File: config.mk
export PLATFORM = sky130hd
export DESIGN_NAME = sdq_ctrl
export DESIGN_NICKNAME = d
export VERILOG_FILES = /design/src/hdl/sdq_pkg.sv /design/src/hdl/sdq_ctrl.sv
export SDC_FILE = /design/constraint.sdc
export NUM_CORES = 1
export LEC_CHECK = 0
export BUFFER_PORTS_ARGS = -buffer_cell sky130_fd_sc_hd__buf_4
export CAP_MARGIN = 20
export CORE_AREA = 2 2 39 41
export DETAILED_ROUTE_END_ITERATION = 6
export DIE_AREA = 0 0 41 43
export GPL_TIMING_DRIVEN = 0
export HOLD_SLACK_MARGIN = 0.1
export PLACE_DENSITY = 0.65
export SETUP_SLACK_MARGIN = 0.5
export SYNTH_ARGS = -nofsm -noshare
export SYNTH_HDL_FRONTEND = slang
export SYNTH_SLANG_ARGS = --single-unit
File: constraint.sdc
create_clock -name clk -period 1.89 [get_ports clk]
set_input_delay 0.0945 -clock clk [delete_from_list [all_inputs] [get_ports clk]]
set_output_delay 0.0945 -clock clk [all_outputs]
set_load 0.03 [all_outputs]
File: src/hdl/sdq_pkg.sv
package sdq_pkg;

  localparam int QUEUE_DEPTH = 32;
  localparam int TIME_BITS   = 48;
  localparam int MAX_RESULTS = 32;
  localparam int CNT_W       = $clog2(QUEUE_DEPTH + 1);
  localparam int IDX_W       = $clog2(QUEUE_DEPTH);
  localparam int POP_W       = $clog2(MAX_RESULTS);

  localparam logic FUNC_INSERT  = 1'b0;
  localparam logic FUNC_TICK    = 1'b1;
  localparam logic KIND_STATUS  = 1'b0;
  localparam logic KIND_EXPIRED = 1'b1;
  localparam logic STAT_OK      = 1'b0;
  localparam logic STAT_FULL    = 1'b1;

  typedef logic [TIME_BITS-1:0] qtime_t;
  typedef logic [CNT_W-1:0]     cnt_t;

  typedef struct packed {
    logic        func;
    logic [47:0] due_time;
    logic [31:0] tag;
    logic [47:0] now_time;
  } sdq_in_t;

  typedef struct packed {
    logic        kind;
    logic        status;
    logic [31:0] out_tag;
    logic [47:0] out_time;
    logic [5:0]  entry_count;
    logic        last;
  } sdq_out_t;

  typedef enum logic [1:0] {
    ST_IDLE,
    ST_INSERT,
    ST_TICK
  } sdq_state_t;

  // Controller to datapath.
  typedef struct packed {
    logic capture;
    logic insert;
    logic pop;
    logic load_res;
    logic res_kind;
    logic res_last;
  } sdq_cmd_t;

  // Datapath to controller.
  typedef struct packed {
    logic head_due;
    logic next_due;
    logic out_free;
  } sdq_stat_t;

  // Bring a port time into the queue's time width.
  function automatic qtime_t to_qtime(logic [47:0] t);
    return TIME_BITS'(t);
  endfunction

endpackage

File: src/hdl/sdq_ctrl.sv
module sdq_ctrl (
  input  logic               clk,
  input  logic               rst_n,
  input  logic               in_valid,
  input  logic               in_func,
  input  sdq_pkg::sdq_stat_t stat,
  output logic               in_stall,
  output sdq_pkg::sdq_cmd_t  cmd
);
  import sdq_pkg::*;

  sdq_state_t       state_r, state_nxt;
  logic [POP_W-1:0] pop_cnt_r, pop_cnt_nxt;
  logic             tick_last;

  // Close the burst when nothing more is due or the per-tick limit is hit.
  assign tick_last = !stat.next_due || (pop_cnt_r == POP_W'(MAX_RESULTS - 1));

  always_comb begin
    state_nxt = state_r;
    unique case (state_r)
      ST_IDLE: begin
        if (in_valid) begin
          state_nxt = (in_func == FUNC_TICK) ? ST_TICK : ST_INSERT;
        end
      end
      ST_INSERT: begin
        if (stat.out_free) begin
          state_nxt = ST_IDLE;
        end
      end
      ST_TICK: begin
        if (!stat.head_due) begin
          state_nxt = ST_IDLE;
        end else if (stat.out_free && tick_last) begin
          state_nxt = ST_IDLE;
        end
      end
      default: state_nxt = ST_IDLE;
    endcase
  end

  always_comb begin
    cmd         = '0;
    in_stall    = 1'b1;
    pop_cnt_nxt = pop_cnt_r;
    unique case (state_r)
      ST_IDLE: begin
        in_stall    = 1'b0;
        cmd.capture = in_valid;
        pop_cnt_nxt = '0;
      end
      ST_INSERT: begin
        if (stat.out_free) begin
          cmd.insert   = 1'b1;
          cmd.load_res = 1'b1;
          cmd.res_kind = KIND_STATUS;
          cmd.res_last = 1'b1;
        end
      end
      ST_TICK: begin
        if (stat.head_due && stat.out_free) begin
          cmd.pop      = 1'b1;
          cmd.load_res = 1'b1;
          cmd.res_kind = KIND_EXPIRED;
          cmd.res_last = tick_last;
          pop_cnt_nxt  = pop_cnt_r + POP_W'(1);
        end
      end
      default: ;
    endcase
  end

  always_ff @(posedge clk) begin
    if (!rst_n) begin
      state_r   <= ST_IDLE;
      pop_cnt_r <= '0;
    end else begin
      state_r   <= state_nxt;
      pop_cnt_r <= pop_cnt_nxt;
    end
  end

endmodule

==> flow_metrics.env <==
export IMPL_grt_max_degree=8
export IMPL_final_cell_mix="18 x buf_4, 6 x nand2_1, 5 x ha_4"
export IMPL_cts_tree="done"
export IMPL_rsz0062_at_grt="true"
export IMPL_synth_top_area_cell="dfxtp_1"
export IMPL_finalCritPeriodShare_pct=83.2
export IMPL_ys_types=22
export IMPL_final_hold_viol_count=0
export IMPL_gp_congestion=0.683
export IMPL_syn_area_um2=458
export IMPL_setup_worst_path_class="register to register"
export IMPL_synth_seq_cells=7
export IMPL_synth_compound_area_share_pct=14.2
export IMPL_die_w_um=41
export IMPL_synthSimpleGateAreaFrac_pct=30.6
export IMPL_clk_latency_ns=0.25
export IMPL_syn_nets=67
export IMPL_max_freq_ghz=0.636
export IMPL_yosysTopAreaCellShare_pct=30.6
export IMPL_path_cells="ha_4 -> and3_4 -> ha_4 -> nand2b_4 -> a22oi_2 -> a21oi_2 -> o32ai_1"
export IMPL_finClkSkew_ns=0.00154
export IMPL_slew_viol_final=0
export IMPL_antenna_left=0
export IMPL_synth_top_family_by_area="simple AND/OR/NAND/NOR gates"
export IMPL_grt_first_pass_wirelength_um=1680
export IMPL_worst_slack_ns=0.317
export IMPL_first_global_vias=423
export IMPL_hold_slack_ns=0.270
export IMPL_cpLargestDelayFamily="compound AO/OA/AOI/OAI gates"
export IMPL_num_nets_final=93
export IMPL_p_leak_nw=0.342
export IMPL_post_dp_cell_area_um2=608
export IMPL_preCtsSetupSlack_ns=0.353
export IMPL_routedWlPerCell_um=11.2
export IMPL_portBuffers=13
export IMPL_cp_max_fo=2
export IMPL_initial_utilization_pct=33.1
export IMPL_dr_pass1_iters=2
export IMPL_worstPathRequired_ns=2.04
export IMPL_synth_xor_area_share_pct=0
export IMPL_chipHeight_um=43
export IMPL_seq_area_frac_synth_pct=30.6
export IMPL_hold_path_class="input port to register"
export IMPL_worst_slew_pin_slew_ns=0.224
export IMPL_final_common_cell="buf_4"
export IMPL_period_minus_slack_ns=1.57
export IMPL_io_pins=14
export IMPL_synth_fa_ha_area_share_pct=13.7
export IMPL_peakVddDrop_mv=0.301
export IMPL_drcViolationCount=0
export IMPL_clockBufferDepth=2
export IMPL_endpoint_kind="register"
export IMPL_cts_buffers=3
export IMPL_synthMuxAreaShare_pct=3.28
export IMPL_vias=462
export IMPL_critPathArrivalTime_ns=1.72
export IMPL_antenna_found_initial=0
export IMPL_n_antenna_cell=0
export IMPL_syn_avg_cell_area_um2=8.33
export IMPL_yosysWarnings=0
export IMPL_gr_total_overflow=0
export IMPL_syn2layout_area_growth_pct=76.2
export IMPL_path_clk_slew_ns=0.05
export IMPL_cpMaxStageDelayCell="dfxtp_2"
export IMPL_cts_num_sinks=7
export IMPL_num_rows=14
export IMPL_setup_violations=0
export IMPL_cpPeakStageDelay_ns=0.33
export IMPL_clockRootBuffer="clkbuf_4"
export IMPL_drive_gt1_share_pct=62.5
export IMPL_viasPerCell=4.81
export IMPL_maxSlewHeadroom_pct=85.1
export IMPL_crit_buf_inv=0
export IMPL_max_cap_violations=0
export IMPL_cpMostUsedCell="ha_4"
export IMPL_track_usage_pct=14.2
export IMPL_tns_ns=0
export IMPL_fill_cells=128
export IMPL_final_area_um2=807
export IMPL_wl_um=1070
export IMPL_setup_worst_path_start_class="register"
export IMPL_drt_iter0_drc=5
export IMPL_cts_htree_levels=1
export IMPL_core_um2=1380
export IMPL_status="completed"
export IMPL_post_dp_hpwl_um=742
export IMPL_synthTopCellsByArea="dfxtp_1 31%, ha_1 14%, nand2b_1 6.8%"
export IMPL_p_per_area_nw_per_um2=512
export IMPL_dieArea_um2=1760
export IMPL_synth_cells=55
[synth_stat cells]
library cell / instances
a21boi_0: 1
nand4_2: 1
o32ai_1: 2
inv_1: 6
ha_1: 5
nand2_1: 8
nor2_2: 1
mux2_4: 1
a21boi_1: 1
buf_4: 1
and3_1: 1
nand3_1: 4
nor2_1: 1
a21oi_1: 4
nand3_4: 1
nand2b_1: 5
dfxtp_1: 7
clkinv_2: 1
nand4_1: 1
and2_1: 1
o21ai_1: 1
a22oi_1: 1
[worst min-delay path, cell delays in order]
cell     delay [ns]
buf_4          0.10
inv_1          0.11
a21oi_2        0.09
o32ai_2        0.08
[routing by layer]
metal / GRT usage (%) / up-vias / routed length (um)
met5: 0 / - / 0
met2: 21.3 / 11 / 541
li1: - / 240 / -
met1: 16.7 / 211 / 474
met3: 9.42 / 0 / 54
met4: 2.00 / 0 / 0
[cell type report]
cell class | count | area (um^2) | share of cell area, %
buffer | 1 | 7.51 | 0.930
clock buffer | 4 | 26.3 | 3.26
inverter | 7 | 33.8 | 4.19
multi-input combinational | 40 | 402 | 49.8
sequential | 7 | 148 | 18.3
tap | 16 | 20.0 | 2.48
timing repair buffer | 21 | 170 | 21.1
[final timing paths]
| check | from | endpoint | slack [ns] | cells past startpoint |
|---|---|---|---|---|
| setup / recovery | pop_cnt_r[1] | state_r[1] | 0.32 | 7 |
| hold / removal | in_valid | state_r[0] | 0.27 | 4 |
| setup reg to reg | pop_cnt_r[1] | state_r[1] | 0.32 | 7 |
| hold reg to reg | pop_cnt_r[4] | pop_cnt_r[4] | 0.51 | 2 |
[state kept, by name, indices dropped and copies added (netlist names)]
register / flops
state_r: 2
pop_cnt_r: 5
[cell families (layout without fill, tap and decap cells)]
kind of cell / after synthesis / in the layout
simple gates: 24 / 24
compound gates: 10 / 10
buf+inv: 8 / 33
flops: 7 / 7
fa+ha+maj: 5 / 5
mux: 1 / 1
[stage by stage]
stage,utilization [%],cells,total power [mW]
6_report,58.3,96,0.413
5_1_grt,58.3,96,0.436
4_1_cts,53.4,95,0.397
3_5_place_dp,43.9,84,0.247
3_3_place_gp,43.9,84,0.247
2_1_floorplan,-,55,0.214
[report_power, final]
part | leakage [nW] | internal, mW | switching, mW | total [mW]
Combinational | 0.268 | 0.0553 | 0.0653 | 0.121
Sequential | 0.0588 | 0.151 | 0.00411 | 0.156
Clock | 0.0150 | 0.0806 | 0.0562 | 0.137
Total | 0.342 | 0.287 | 0.126 | 0.413
[repair_timing]
item,4_1_cts,5_1_grt
endpoints found under the hold margin,3,0
setup endpoints to repair,7,7
hold buffers,2,0
gates resized for setup,11,12
setup buffers,5,1
pin swaps,4,2
Note: power is estimated with default switching activity, not from simulation.
